<file path="src/sv/software_timer_bank_core_macros.svh">
// Assertion macros for the timer bank core.
// Used by modules that carry concurrent checks; expects clk and rst_n in scope.
`ifndef SOFTWARE_TIMER_BANK_CORE_MACROS_SVH
`define SOFTWARE_TIMER_BANK_CORE_MACROS_SVH

// Same-cycle implication, checked outside reset.
`define STB_ASSERT_NOW(label, ante, cons) \
  label: assert property (@(posedge clk) disable iff (!rst_n) (ante) |-> (cons)) \
    else $error("timer bank check failed");

// Next-cycle implication, checked outside reset.
`define STB_ASSERT_NEXT(label, ante, cons) \
  label: assert property (@(posedge clk) disable iff (!rst_n) (ante) |=> (cons)) \
    else $error("timer bank check failed");

`endif

</file>
<file path="src/sv/stb_pkg.sv">
// Shared types and constants for the timer bank core.
// No dependencies; the interfaces and the top level refer to it by scoped names.
package stb_pkg;

  localparam int SLOT_COUNT = 16;
  localparam int SLOT_W     = (SLOT_COUNT > 1) ? $clog2(SLOT_COUNT) : 1;
  localparam int CNT_W      = $clog2(SLOT_COUNT + 1);
  localparam int ID_W       = 31;
  localparam int TIME_W     = 32;
  localparam int MODE_W     = 2;
  localparam int KIND_W     = 3;

  localparam logic [MODE_W-1:0] MODE_TICK   = 2'd0;
  localparam logic [MODE_W-1:0] MODE_CREATE = 2'd1;
  localparam logic [MODE_W-1:0] MODE_DELETE = 2'd2;

  typedef enum logic [KIND_W-1:0] {
    KIND_FIRED     = 3'd0,
    KIND_CREATED   = 3'd1,
    KIND_FULL      = 3'd2,
    KIND_DELETED   = 3'd3,
    KIND_NOT_FOUND = 3'd4
  } kind_t;

  typedef enum logic [2:0] {
    ST_IDLE,
    ST_TICK,
    ST_DEL,
    ST_DEL_MV,
    ST_FLUSH
  } state_t;

  typedef struct packed {
    logic [ID_W-1:0]   ident;
    logic              periodic;
    logic [TIME_W-1:0] elapsed;
    logic [TIME_W-1:0] limit;
  } slot_t;

  localparam int ENTRY_W = $bits(slot_t);

  typedef struct packed {
    kind_t           kind;
    logic [ID_W-1:0] ident;
  } rsp_t;

endpackage

</file>
<file path="src/sv/stb_if.sv">
// Request and result channel interfaces for the timer bank core.
// Depends on stb_pkg for field widths.
interface stb_req_if;
  logic                        valid;
  logic                        ready;
  logic [stb_pkg::MODE_W-1:0]  mode;
  logic [stb_pkg::TIME_W-1:0]  tick_step;
  logic                        is_periodic;
  logic [stb_pkg::TIME_W-1:0]  interval;
  logic [stb_pkg::ID_W-1:0]    target_id;

  modport source (output valid, mode, tick_step, is_periodic, interval, target_id,
                  input ready);
  modport sink   (input valid, mode, tick_step, is_periodic, interval, target_id,
                  output ready);
endinterface

interface stb_rsp_if;
  logic                        valid;
  logic                        ready;
  logic [stb_pkg::KIND_W-1:0]  kind;
  logic [stb_pkg::ID_W-1:0]    tmr_id;
  logic                        last;

  modport source (output valid, kind, tmr_id, last, input ready);
  modport sink   (input valid, kind, tmr_id, last, output ready);
endinterface

</file>
<file path="src/sv/stb_ram.sv">
// Generic single-write, single-read RAM with a registered read port.
// Standalone; no package dependency.
module stb_ram #(
  parameter int WIDTH = 8,
  parameter int DEPTH = 16
) (
  input  logic                                   clk,
  input  logic                                   we,
  input  logic [((DEPTH > 1) ? $clog2(DEPTH) : 1)-1:0] waddr,
  input  logic [WIDTH-1:0]                       wdata,
  input  logic [((DEPTH > 1) ? $clog2(DEPTH) : 1)-1:0] raddr,
  output logic [WIDTH-1:0]                       rdata
);

  logic [WIDTH-1:0] mem [DEPTH];

  always_ff @(posedge clk) begin
    if (we) begin
      mem[waddr] <= wdata;
    end
    rdata <= mem[raddr];
  end

endmodule

</file>
<file path="src/sv/software_timer_bank_core.sv">
// Timer bank top level: request sequencer around one slot RAM.
// Depends on stb_pkg, stb_if.sv, stb_ram and the assertion macro header.
//
//   channel  | role   | word
//   ---------+--------+-----------------------------------------------
//   in_req   | sink   | mode, tick_step, is_periodic, interval, target_id
//   out_rsp  | source | kind, tmr_id, last
//
// A create that finds room writes its slot on acceptance; a tick and a delete
// walk the live slots, one RAM read per cycle unless the result port stalls it.
// Reset (synchronous, active low) empties the bank and sets the next id to 1;
// the slot RAM is not cleared, as only live slots are ever read.
// A stalled result port holds the walk only when a second result must leave.
`include "software_timer_bank_core_macros.svh"

module software_timer_bank_core (
  input  logic       clk,
  input  logic       rst_n,
  stb_req_if.sink    in_req,
  stb_rsp_if.source  out_rsp
);

  stb_pkg::state_t                  state_r, state_nxt;
  logic [stb_pkg::CNT_W-1:0]        cnt_r, cnt_nxt;
  logic [stb_pkg::SLOT_W-1:0]       idx_r, idx_nxt;
  logic [stb_pkg::SLOT_W-1:0]       src_r;
  logic [stb_pkg::ID_W-1:0]         next_id_r, next_id_nxt;
  logic [stb_pkg::TIME_W-1:0]       step_r, step_nxt;
  logic [stb_pkg::ID_W-1:0]         target_r, target_nxt;
  logic                             pend_v_r, pend_v_nxt;
  stb_pkg::rsp_t                    pend_r, pend_nxt;
  logic                             out_v_r, out_v_nxt;
  stb_pkg::rsp_t                    out_r, out_nxt;
  logic                             out_last_r, out_last_nxt;

  logic                             ram_we;
  logic [stb_pkg::SLOT_W-1:0]       ram_waddr, ram_raddr;
  logic [stb_pkg::ENTRY_W-1:0]      ram_wdata, ram_rdata;
  stb_pkg::slot_t                   cur, new_slot;

  logic                             accept, out_free, fire, stall;
  logic [stb_pkg::TIME_W:0]         sum;
  logic [stb_pkg::TIME_W-1:0]       esat;
  logic [stb_pkg::CNT_W-1:0]        tail, idx_ext, idx_inc;
  logic [stb_pkg::SLOT_W-1:0]       tail_slot, cnt_slot;
  logic [stb_pkg::ID_W-1:0]         id_inc;

  stb_ram #(
    .WIDTH (stb_pkg::ENTRY_W),
    .DEPTH (stb_pkg::SLOT_COUNT)
  ) u_slots (
    .clk   (clk),
    .we    (ram_we),
    .waddr (ram_waddr),
    .wdata (ram_wdata),
    .raddr (ram_raddr),
    .rdata (ram_rdata)
  );

  assign cur       = stb_pkg::slot_t'(ram_rdata);
  assign sum       = {1'b0, cur.elapsed} + {1'b0, step_r};
  assign esat      = sum[stb_pkg::TIME_W] ? {stb_pkg::TIME_W{1'b1}}
                                          : sum[stb_pkg::TIME_W-1:0];
  assign fire      = esat > cur.limit;
  assign tail      = cnt_r - 1'b1;
  assign tail_slot = tail[stb_pkg::SLOT_W-1:0];
  assign cnt_slot  = cnt_r[stb_pkg::SLOT_W-1:0];
  assign idx_ext   = stb_pkg::CNT_W'(idx_r);
  assign idx_inc   = idx_ext + 1'b1;
  assign id_inc    = next_id_r + 1'b1;

  assign out_free  = !out_v_r || out_rsp.ready;
  assign in_req.ready = (state_r == stb_pkg::ST_IDLE);
  assign accept    = in_req.valid && in_req.ready;
  // A second firing needs the held result to move out first.
  assign stall     = (state_r == stb_pkg::ST_TICK) && fire && pend_v_r && !out_free;

  assign out_rsp.valid  = out_v_r;
  assign out_rsp.kind   = out_r.kind;
  assign out_rsp.tmr_id = out_r.ident;
  assign out_rsp.last   = out_last_r;

  always_comb begin
    state_nxt    = state_r;
    cnt_nxt      = cnt_r;
    idx_nxt      = idx_r;
    next_id_nxt  = next_id_r;
    step_nxt     = step_r;
    target_nxt   = target_r;
    pend_v_nxt   = pend_v_r;
    pend_nxt     = pend_r;
    out_v_nxt    = out_v_r && !out_rsp.ready;
    out_nxt      = out_r;
    out_last_nxt = out_last_r;
    ram_we       = 1'b0;
    ram_waddr    = idx_r;
    ram_raddr    = src_r;
    new_slot     = cur;
    ram_wdata    = new_slot;

    case (state_r)
      stb_pkg::ST_IDLE: begin
        if (accept) begin
          case (in_req.mode)
            stb_pkg::MODE_TICK: begin
              step_nxt = in_req.tick_step;
              if (cnt_r != '0) begin
                ram_raddr = '0;
                idx_nxt   = '0;
                state_nxt = stb_pkg::ST_TICK;
              end
            end
            stb_pkg::MODE_CREATE: begin
              pend_v_nxt = 1'b1;
              state_nxt  = stb_pkg::ST_FLUSH;
              if (cnt_r < stb_pkg::CNT_W'(stb_pkg::SLOT_COUNT)) begin
                new_slot.ident    = next_id_r;
                new_slot.periodic = in_req.is_periodic;
                new_slot.elapsed  = '0;
                new_slot.limit    = in_req.interval;
                ram_we      = 1'b1;
                ram_waddr   = cnt_slot;
                ram_wdata   = new_slot;
                cnt_nxt     = cnt_r + 1'b1;
                pend_nxt    = '{kind: stb_pkg::KIND_CREATED, ident: next_id_r};
                next_id_nxt = (id_inc == '0) ? stb_pkg::ID_W'(1) : id_inc;
              end else begin
                pend_nxt = '{kind: stb_pkg::KIND_FULL, ident: '0};
              end
            end
            stb_pkg::MODE_DELETE: begin
              target_nxt = in_req.target_id;
              if (cnt_r != '0) begin
                ram_raddr = '0;
                idx_nxt   = '0;
                state_nxt = stb_pkg::ST_DEL;
              end else begin
                pend_v_nxt = 1'b1;
                pend_nxt   = '{kind: stb_pkg::KIND_NOT_FOUND, ident: in_req.target_id};
                state_nxt  = stb_pkg::ST_FLUSH;
              end
            end
            default: begin
            end
          endcase
        end
      end

      stb_pkg::ST_TICK: begin
        if (!stall) begin
          if (fire) begin
            if (pend_v_r) begin
              out_v_nxt    = 1'b1;
              out_nxt      = pend_r;
              out_last_nxt = 1'b0;
            end
            pend_v_nxt = 1'b1;
            pend_nxt   = '{kind: stb_pkg::KIND_FIRED, ident: cur.ident};
          end
          if (fire && !cur.periodic) begin
            // The last slot is read next and evaluated in this slot's place.
            cnt_nxt = tail;
            if (idx_ext < tail) begin
              ram_raddr = tail_slot;
            end else begin
              state_nxt = stb_pkg::ST_FLUSH;
            end
          end else begin
            new_slot.elapsed = fire ? '0 : esat;
            ram_we    = 1'b1;
            ram_wdata = new_slot;
            if (idx_inc < cnt_r) begin
              idx_nxt   = idx_r + 1'b1;
              ram_raddr = idx_r + 1'b1;
            end else begin
              state_nxt = stb_pkg::ST_FLUSH;
            end
          end
        end
      end

      stb_pkg::ST_DEL: begin
        if (cur.ident == target_r) begin
          pend_v_nxt = 1'b1;
          pend_nxt   = '{kind: stb_pkg::KIND_DELETED, ident: target_r};
          cnt_nxt    = tail;
          if (idx_ext != tail) begin
            ram_raddr = tail_slot;
            state_nxt = stb_pkg::ST_DEL_MV;
          end else begin
            state_nxt = stb_pkg::ST_FLUSH;
          end
        end else if (idx_inc < cnt_r) begin
          idx_nxt   = idx_r + 1'b1;
          ram_raddr = idx_r + 1'b1;
        end else begin
          pend_v_nxt = 1'b1;
          pend_nxt   = '{kind: stb_pkg::KIND_NOT_FOUND, ident: target_r};
          state_nxt  = stb_pkg::ST_FLUSH;
        end
      end

      stb_pkg::ST_DEL_MV: begin
        ram_we    = 1'b1;
        ram_wdata = ram_rdata;
        state_nxt = stb_pkg::ST_FLUSH;
      end

      stb_pkg::ST_FLUSH: begin
        if (!pend_v_r) begin
          state_nxt = stb_pkg::ST_IDLE;
        end else if (out_free) begin
          out_v_nxt    = 1'b1;
          out_nxt      = pend_r;
          out_last_nxt = 1'b1;
          pend_v_nxt   = 1'b0;
          state_nxt    = stb_pkg::ST_IDLE;
        end
      end

      default: begin
        state_nxt = stb_pkg::ST_IDLE;
      end
    endcase
  end

  always_ff @(posedge clk) begin
    if (!rst_n) begin
      state_r   <= stb_pkg::ST_IDLE;
      cnt_r     <= '0;
      next_id_r <= stb_pkg::ID_W'(1);
      pend_v_r  <= 1'b0;
      out_v_r   <= 1'b0;
    end else begin
      state_r   <= state_nxt;
      cnt_r     <= cnt_nxt;
      next_id_r <= next_id_nxt;
      pend_v_r  <= pend_v_nxt;
      out_v_r   <= out_v_nxt;
    end
  end

  always_ff @(posedge clk) begin
    idx_r      <= idx_nxt;
    src_r      <= ram_raddr;
    step_r     <= step_nxt;
    target_r   <= target_nxt;
    pend_r     <= pend_nxt;
    out_r      <= out_nxt;
    out_last_r <= out_last_nxt;
  end

  `STB_ASSERT_NOW(a_cnt_bound, 1'b1, cnt_r <= stb_pkg::CNT_W'(stb_pkg::SLOT_COUNT))
  `STB_ASSERT_NOW(a_id_nonzero, 1'b1, next_id_r != '0)
  `STB_ASSERT_NOW(a_idle_no_pend, state_r == stb_pkg::ST_IDLE, !pend_v_r)
  `STB_ASSERT_NEXT(a_once_removed,
                   state_r == stb_pkg::ST_TICK && fire && !cur.periodic && !stall,
                   cnt_r == $past(cnt_r) - 1'b1)
  `STB_ASSERT_NOW(a_walk_in_range,
                  state_r == stb_pkg::ST_TICK || state_r == stb_pkg::ST_DEL,
                  idx_ext < cnt_r)

endmodule
</file>
<file path="src/flat_wrapper.sv">
// flat-port wrapper written by rule: the top's interface ports become plain ports
module software_timer_bank_core_flat 
  (clk, rst_n, in_req_valid, in_req_mode, in_req_tick_step, in_req_is_periodic, in_req_interval, in_req_target_id, in_req_ready, out_rsp_valid, out_rsp_kind, out_rsp_tmr_id, out_rsp_last, out_rsp_ready);
  stb_req_if in_req_i ();
  stb_rsp_if out_rsp_i ();
  input  logic clk;
  input  logic rst_n;
  input wire logic [$bits(in_req_i.valid)-1:0] in_req_valid;
  input wire logic [$bits(in_req_i.mode)-1:0] in_req_mode;
  input wire logic [$bits(in_req_i.tick_step)-1:0] in_req_tick_step;
  input wire logic [$bits(in_req_i.is_periodic)-1:0] in_req_is_periodic;
  input wire logic [$bits(in_req_i.interval)-1:0] in_req_interval;
  input wire logic [$bits(in_req_i.target_id)-1:0] in_req_target_id;
  output wire logic [$bits(in_req_i.ready)-1:0] in_req_ready;
  output wire logic [$bits(out_rsp_i.valid)-1:0] out_rsp_valid;
  output wire logic [$bits(out_rsp_i.kind)-1:0] out_rsp_kind;
  output wire logic [$bits(out_rsp_i.tmr_id)-1:0] out_rsp_tmr_id;
  output wire logic [$bits(out_rsp_i.last)-1:0] out_rsp_last;
  input wire logic [$bits(out_rsp_i.ready)-1:0] out_rsp_ready;
  assign in_req_i.valid = in_req_valid;
  assign in_req_i.mode = in_req_mode;
  assign in_req_i.tick_step = in_req_tick_step;
  assign in_req_i.is_periodic = in_req_is_periodic;
  assign in_req_i.interval = in_req_interval;
  assign in_req_i.target_id = in_req_target_id;
  assign in_req_ready = in_req_i.ready;
  assign out_rsp_valid = out_rsp_i.valid;
  assign out_rsp_kind = out_rsp_i.kind;
  assign out_rsp_tmr_id = out_rsp_i.tmr_id;
  assign out_rsp_last = out_rsp_i.last;
  assign out_rsp_i.ready = out_rsp_ready;
  software_timer_bank_core u_core (.clk(clk), .rst_n(rst_n), .in_req(in_req_i), .out_rsp(out_rsp_i));
endmodule
</file>
<file path="config.mk">
export PLATFORM = sky130hd
export DESIGN_NAME = software_timer_bank_core_flat
export DESIGN_NICKNAME = d
export VERILOG_FILES = /design/src/sv/stb_pkg.sv /design/src/sv/stb_if.sv /design/src/sv/stb_ram.sv /design/src/sv/software_timer_bank_core.sv /design/src/flat_wrapper.sv
export VERILOG_INCLUDE_DIRS = /design/src /design/src/sv
export SDC_FILE = /design/constraint.sdc
export NUM_CORES = 2
export LEC_CHECK = 0
export BUFFER_PORTS_ARGS = -buffer_cell sky130_fd_sc_hd__buf_2
export CAP_MARGIN = 20
export CELL_PAD_IN_SITES_DETAIL_PLACEMENT = 0
export CELL_PAD_IN_SITES_GLOBAL_PLACEMENT = 1
export CORE_ASPECT_RATIO = 0.8
export CORE_MARGIN = 2
export CORE_UTILIZATION = 55
export DETAILED_ROUTE_END_ITERATION = 10
export PLACE_DENSITY_LB_ADDON = 0.1
export SYNTH_ARGS = -nofsm -noshare
export SYNTH_HDL_FRONTEND = slang
export SYNTH_HIERARCHICAL = 1
export SYNTH_SLANG_ARGS = --single-unit
export TNS_END_PERCENT = 30
</file>
<file path="constraint.sdc">
create_clock -name clk -period 13.6 [get_ports clk]
set_input_delay 0 -clock clk [delete_from_list [all_inputs] [get_ports clk]]
set_output_delay 0 -clock clk [all_outputs]
set_load 0.03 [all_outputs]
</file>
==> impl_metrics.sql <==
INSERT INTO impl_metrics (metric_group, metric, value, unit) VALUES
('outcome', 'outcome', 'complete, no violations', ''),
('placed_design', 'gpl.final_weighted_congestion', '0.8694', ''),
('cells_and_area', 'layout.cells.most_common_list', '1,672 x edfxtp_1, 384 x mux4_2, 371 x nand2_1, 192 x a22oi_1, 177 x clkbuf_16', ''),
('route', 'route.detailed.drc', '0', ''),
('global_routing', 'grt_first_pass_wirelength', '264.8', 'mm'),
('timing', 'fmaxAchievable', '108.0', 'MHz'),
('synth', 'synth.yosys.warnings', '6', ''),
('clocking', 'cts.reportedPaths.clkPinSlew', '0.07', 'ns'),
('worst_setup_path', 'type_of_destination_of_the_critical_path', 'flip-flop', ''),
('die', 'core_region_area', '129500', 'µm²'),
('synth', 'synth_async_sr_flop_share', '0', ''),
('global_routing', 'first_global_vias', '37688', ''),
('synth', 'number_of_enable_flip_flop_cells_after_synthesis', '1672', ''),
('global_routing', 'grt_remaining_overflow', '0', ''),
('synth', 'synth_adder_area_share', '0.01439', ''),
('timing', 'worst_slew_pin_slew', '1.182', 'ns'),
('die', 'die_width', '408.0', 'µm'),
('worst_setup_path', 'timing.critical_path.buf_inv', '3', ''),
('worst_setup_path', 'critical_path_class', 'flip-flop to flip-flop', ''),
('route', 'ant_nets', '0', ''),
('cells_and_area', 'fin_nets', '4406', ''),
('timing', 'unrepaired_setup_endpoints_after_global_routing', 'false', ''),
('die', 'io_pins', '139', ''),
('placed_design', 'detailed_place_hpwl', '106.2', 'mm'),
('placed_design', 'placement.setup.worst_slack', '4.442', 'ns'),
('global_routing', 'antenna_found_initial', '7', ''),
('synth', 'synth_mux_area_frac', '0.1223', ''),
('die', 'die-area', '133500', 'µm²'),
('worst_setup_path', 'setup.reg_to_reg.worst_slack', '4.34', 'ns'),
('worst_setup_path', 'cpLargestDelayFamily', 'compound AO/OA/AOI/OAI gates', ''),
('global_routing', 'largest_net_degree_at_the_start_of_global_routing', '109', ''),
('route', 'avgRoutedWirePerCell', '29.80', 'µm'),
('clocking', 'cts-buffers-inserted', '172', ''),
('global_routing', 'grt.total_usage', '0.2758', ''),
('placed_design', 'port_buffers', '138', ''),
('clocking', 'cts.repair_timing.setup_buffer_count', '0', ''),
('synth', 'synth_simple_gate_area_frac', '0.04306', ''),
('timing', 'number_of_failing_hold_endpoints_at_the_final_stage', '0', ''),
('clocking', 'ctsHoldBuffers', '163', ''),
('worst_setup_path', 'crit_chain', 'ha_1 > fa_1 > a211oi_1 > o21ai_1 > o21ai_2 > a41oi_2 > o2111a_2 > o22ai_4 > o21ai_0 > ha_1 > a21oi_1 > o21ai_0 > a221o_1 > o31a_1 > o21ai_1 > a21o_1 > a21oi_4 > buf_4 > o21ai_1 > or3b_2 > nor2_4 > buf_4 > buf_4', ''),
('synth', 'synth_flop_cell', 'edfxtp_1', ''),
('power', 'total_leakage_power', '27.03', 'nW'),
('worst_setup_path', 'timing.critical_path.slowest_cell_delay', '0.82', 'ns'),
('cells_and_area', 'area_added_between_synthesis_and_finish', '14.06', '%'),
('route', 'firstDrtPassIters', '6', ''),
('timing', 'timing.final.crit_share', '0.6809', ''),
('timing', 'final.setup_skew', '0.02455', 'ns'),
('clocking', 'cts_resized', '0', ''),
('power', 'total_power_per_unit_cell_area', '215.8', 'nW/µm²'),
('clocking', 'clockRootBuffer', 'clkbuf_16', ''),
('die', 'initial_utilization', '0.5548', ''),
('power', 'peakVddDrop', '0.0002044', 'V'),
('route', 'initialDrtViolationCount', '4567', ''),
('min_path', 'min_path_type', 'primary input to flip-flop', ''),
('synth', 'synth_top_family_by_area', 'multiplexers', ''),
('synth', 'synth_compound_area_frac', '0.05128', ''),
('die', 'placementRows', '118', ''),
('route', 'num_vias', '38528', ''),
('route', 'via_per_instance_ratio', '6.307', ''),
('route', 'routed_wl', '182.0', 'mm'),
('timing', 'final.setup.tns', '0', 'ns'),
('timing', 'timing.final.ws_setup', '4.339', 'ns'),
('clocking', 'number_of_levels_the_h_tree_was_split_into', '4', ''),
('clocking', 'worst_skew_pair.late_latency', '0.80', 'ns'),
('clocking', 'cts.path.max_buffers', '3', ''),
('worst_setup_path', 'setup.worst_path.start_class', 'flip-flop', ''),
('timing', 'maxSlewHeadroom', '0.2120', ''),
('worst_setup_path', 'critPathMaxFanout', '50', ''),
('clocking', 'cts_tree', 'built', ''),
('synth', 'mappedNetlistNets', '4033', ''),
('worst_setup_path', 'cp_data_arrival_time', '9.67', 'ns');
## tightest hold or removal path, delay by kind of cell
family | cells | cell delay [ns]
and+or+nand+nor | 1 | 0.09
AOI/OAI and AO/OA | 1 | 0.32
buffers and inverters | 1 | 0.10
## cell usage after synthesis, drive strengths merged (31+ instances only)
master | instances | share of area
edfxtp | 1672 | 0.70
ha | 81 | 0.014
mux4 | 384 | 0.12
buf | 112 | 0.010
clkbuf | 103 | 0.0054
xor2 | 59 | 0.0072
xnor2 | 42 | 0.0051
nor2 | 80 | 0.0042
nand2 | 383 | 0.020
a22o | 32 | 0.0039
nand3 | 38 | 0.0026
inv | 55 | 0.0029
o21ai | 80 | 0.0056
nor3 | 36 | 0.0025
a21oi | 57 | 0.0040
dfxtp | 141 | 0.039
a222oi | 31 | 0.0043
a22oi | 192 | 0.020
## flip-flops by register name, summed over array words and instances (netlist names)
name / cells
u_core/src_r: 4
u_core/step_r: 32
u_core/u_slots/mem: 1536
u_core/state_r: 3
u_core/cnt_r: 5
u_core/next_id_r: 31
u_core/out_rsp.kind: 3
u_core/pend_r: 34
u_core/pend_v_r: 1
u_core/target_r: 31
u_core/out_rsp.tmr_id: 31
u_core/u_slots/rdata: 96
u_core/idx_r: 4
u_core/out_rsp.valid: 1
u_core/out_rsp.last: 1
## metal layers
metal / vias to the layer above / wire, µm / track usage
li1: 16383 / - / -
met4: 4 / 5215 / 0.08744
met3: 259 / 16780 / 0.06344
met5: - / 23 / 0
met1: 20162 / 79560 / 0.4220
met2: 1720 / 80440 / 0.3976
## where the power goes
| part | switching (W) | internal [W] | total (W) |
|---|---|---|---|
| clock network | 0.00202 | 0.00271 | 0.00473 |
| registers | 0.000233 | 0.00720 | 0.00743 |
| logic | 0.00347 | 0.00205 | 0.00552 |
## cell families after synthesis
| logic type | Yosys count |
|---|---|
| AOI/OAI and AO/OA | 508 |
| xor gates and xnor gates | 101 |
| adders and majority gates | 82 |
| buffers and inverters | 270 |
| DFF | 1813 |
| muxes | 397 |
| and+or+nand+nor | 678 |
## cell type report
type                    count  area, µm²
diodes                      3      7.507
clock buffers             243       4827
inverters                  55      206.4
multi-input cells        1766      17690
fillers                  9037      47550
repair buffers            414       3256
clock inverters            75      733.2
well taps                1740       2177
flip-flops and latches   1813      53030
## worst paths after layout
path | startpoint | endpoint | depth (start not counted)
hold / removal | in_req_interval[18] | u_core/u_slots/mem[0][18]$_DFFE_PP_ | 3
hold reg to reg | u_core/pend_r[4]$_DFFE_PP_ | u_core/out_rsp.tmr_id[4]$_DFFE_PP_ | 0
setup / recovery | u_core/step_r[0]$_DFFE_PP_ | u_core/u_slots/mem[2][37]$_DFFE_PP_ | 23
setup reg to reg | u_core/step_r[0]$_DFFE_PP_ | u_core/u_slots/mem[2][37]$_DFFE_PP_ | 23
## through the flow
stage	power, W	instances	cell area (µm²)	hold WS, ns	utilization
6_report	0.01768	6109	81930	0.02013	0.6328
5_1_grt	0.01847	6106	81920	0.05253	0.6327
4_1_cts	0.01773	6101	81860	0.004091	0.6322
3_5_place_dp	0.01299	5620	74670	0.1781	0.5767
3_3_place_gp	0.01296	5619	74640	0.1760	0.5765
2_1_floorplan	0.01124	3849	71830	0.09887	-
Note: power is estimated with default switching activity, not from simulation.
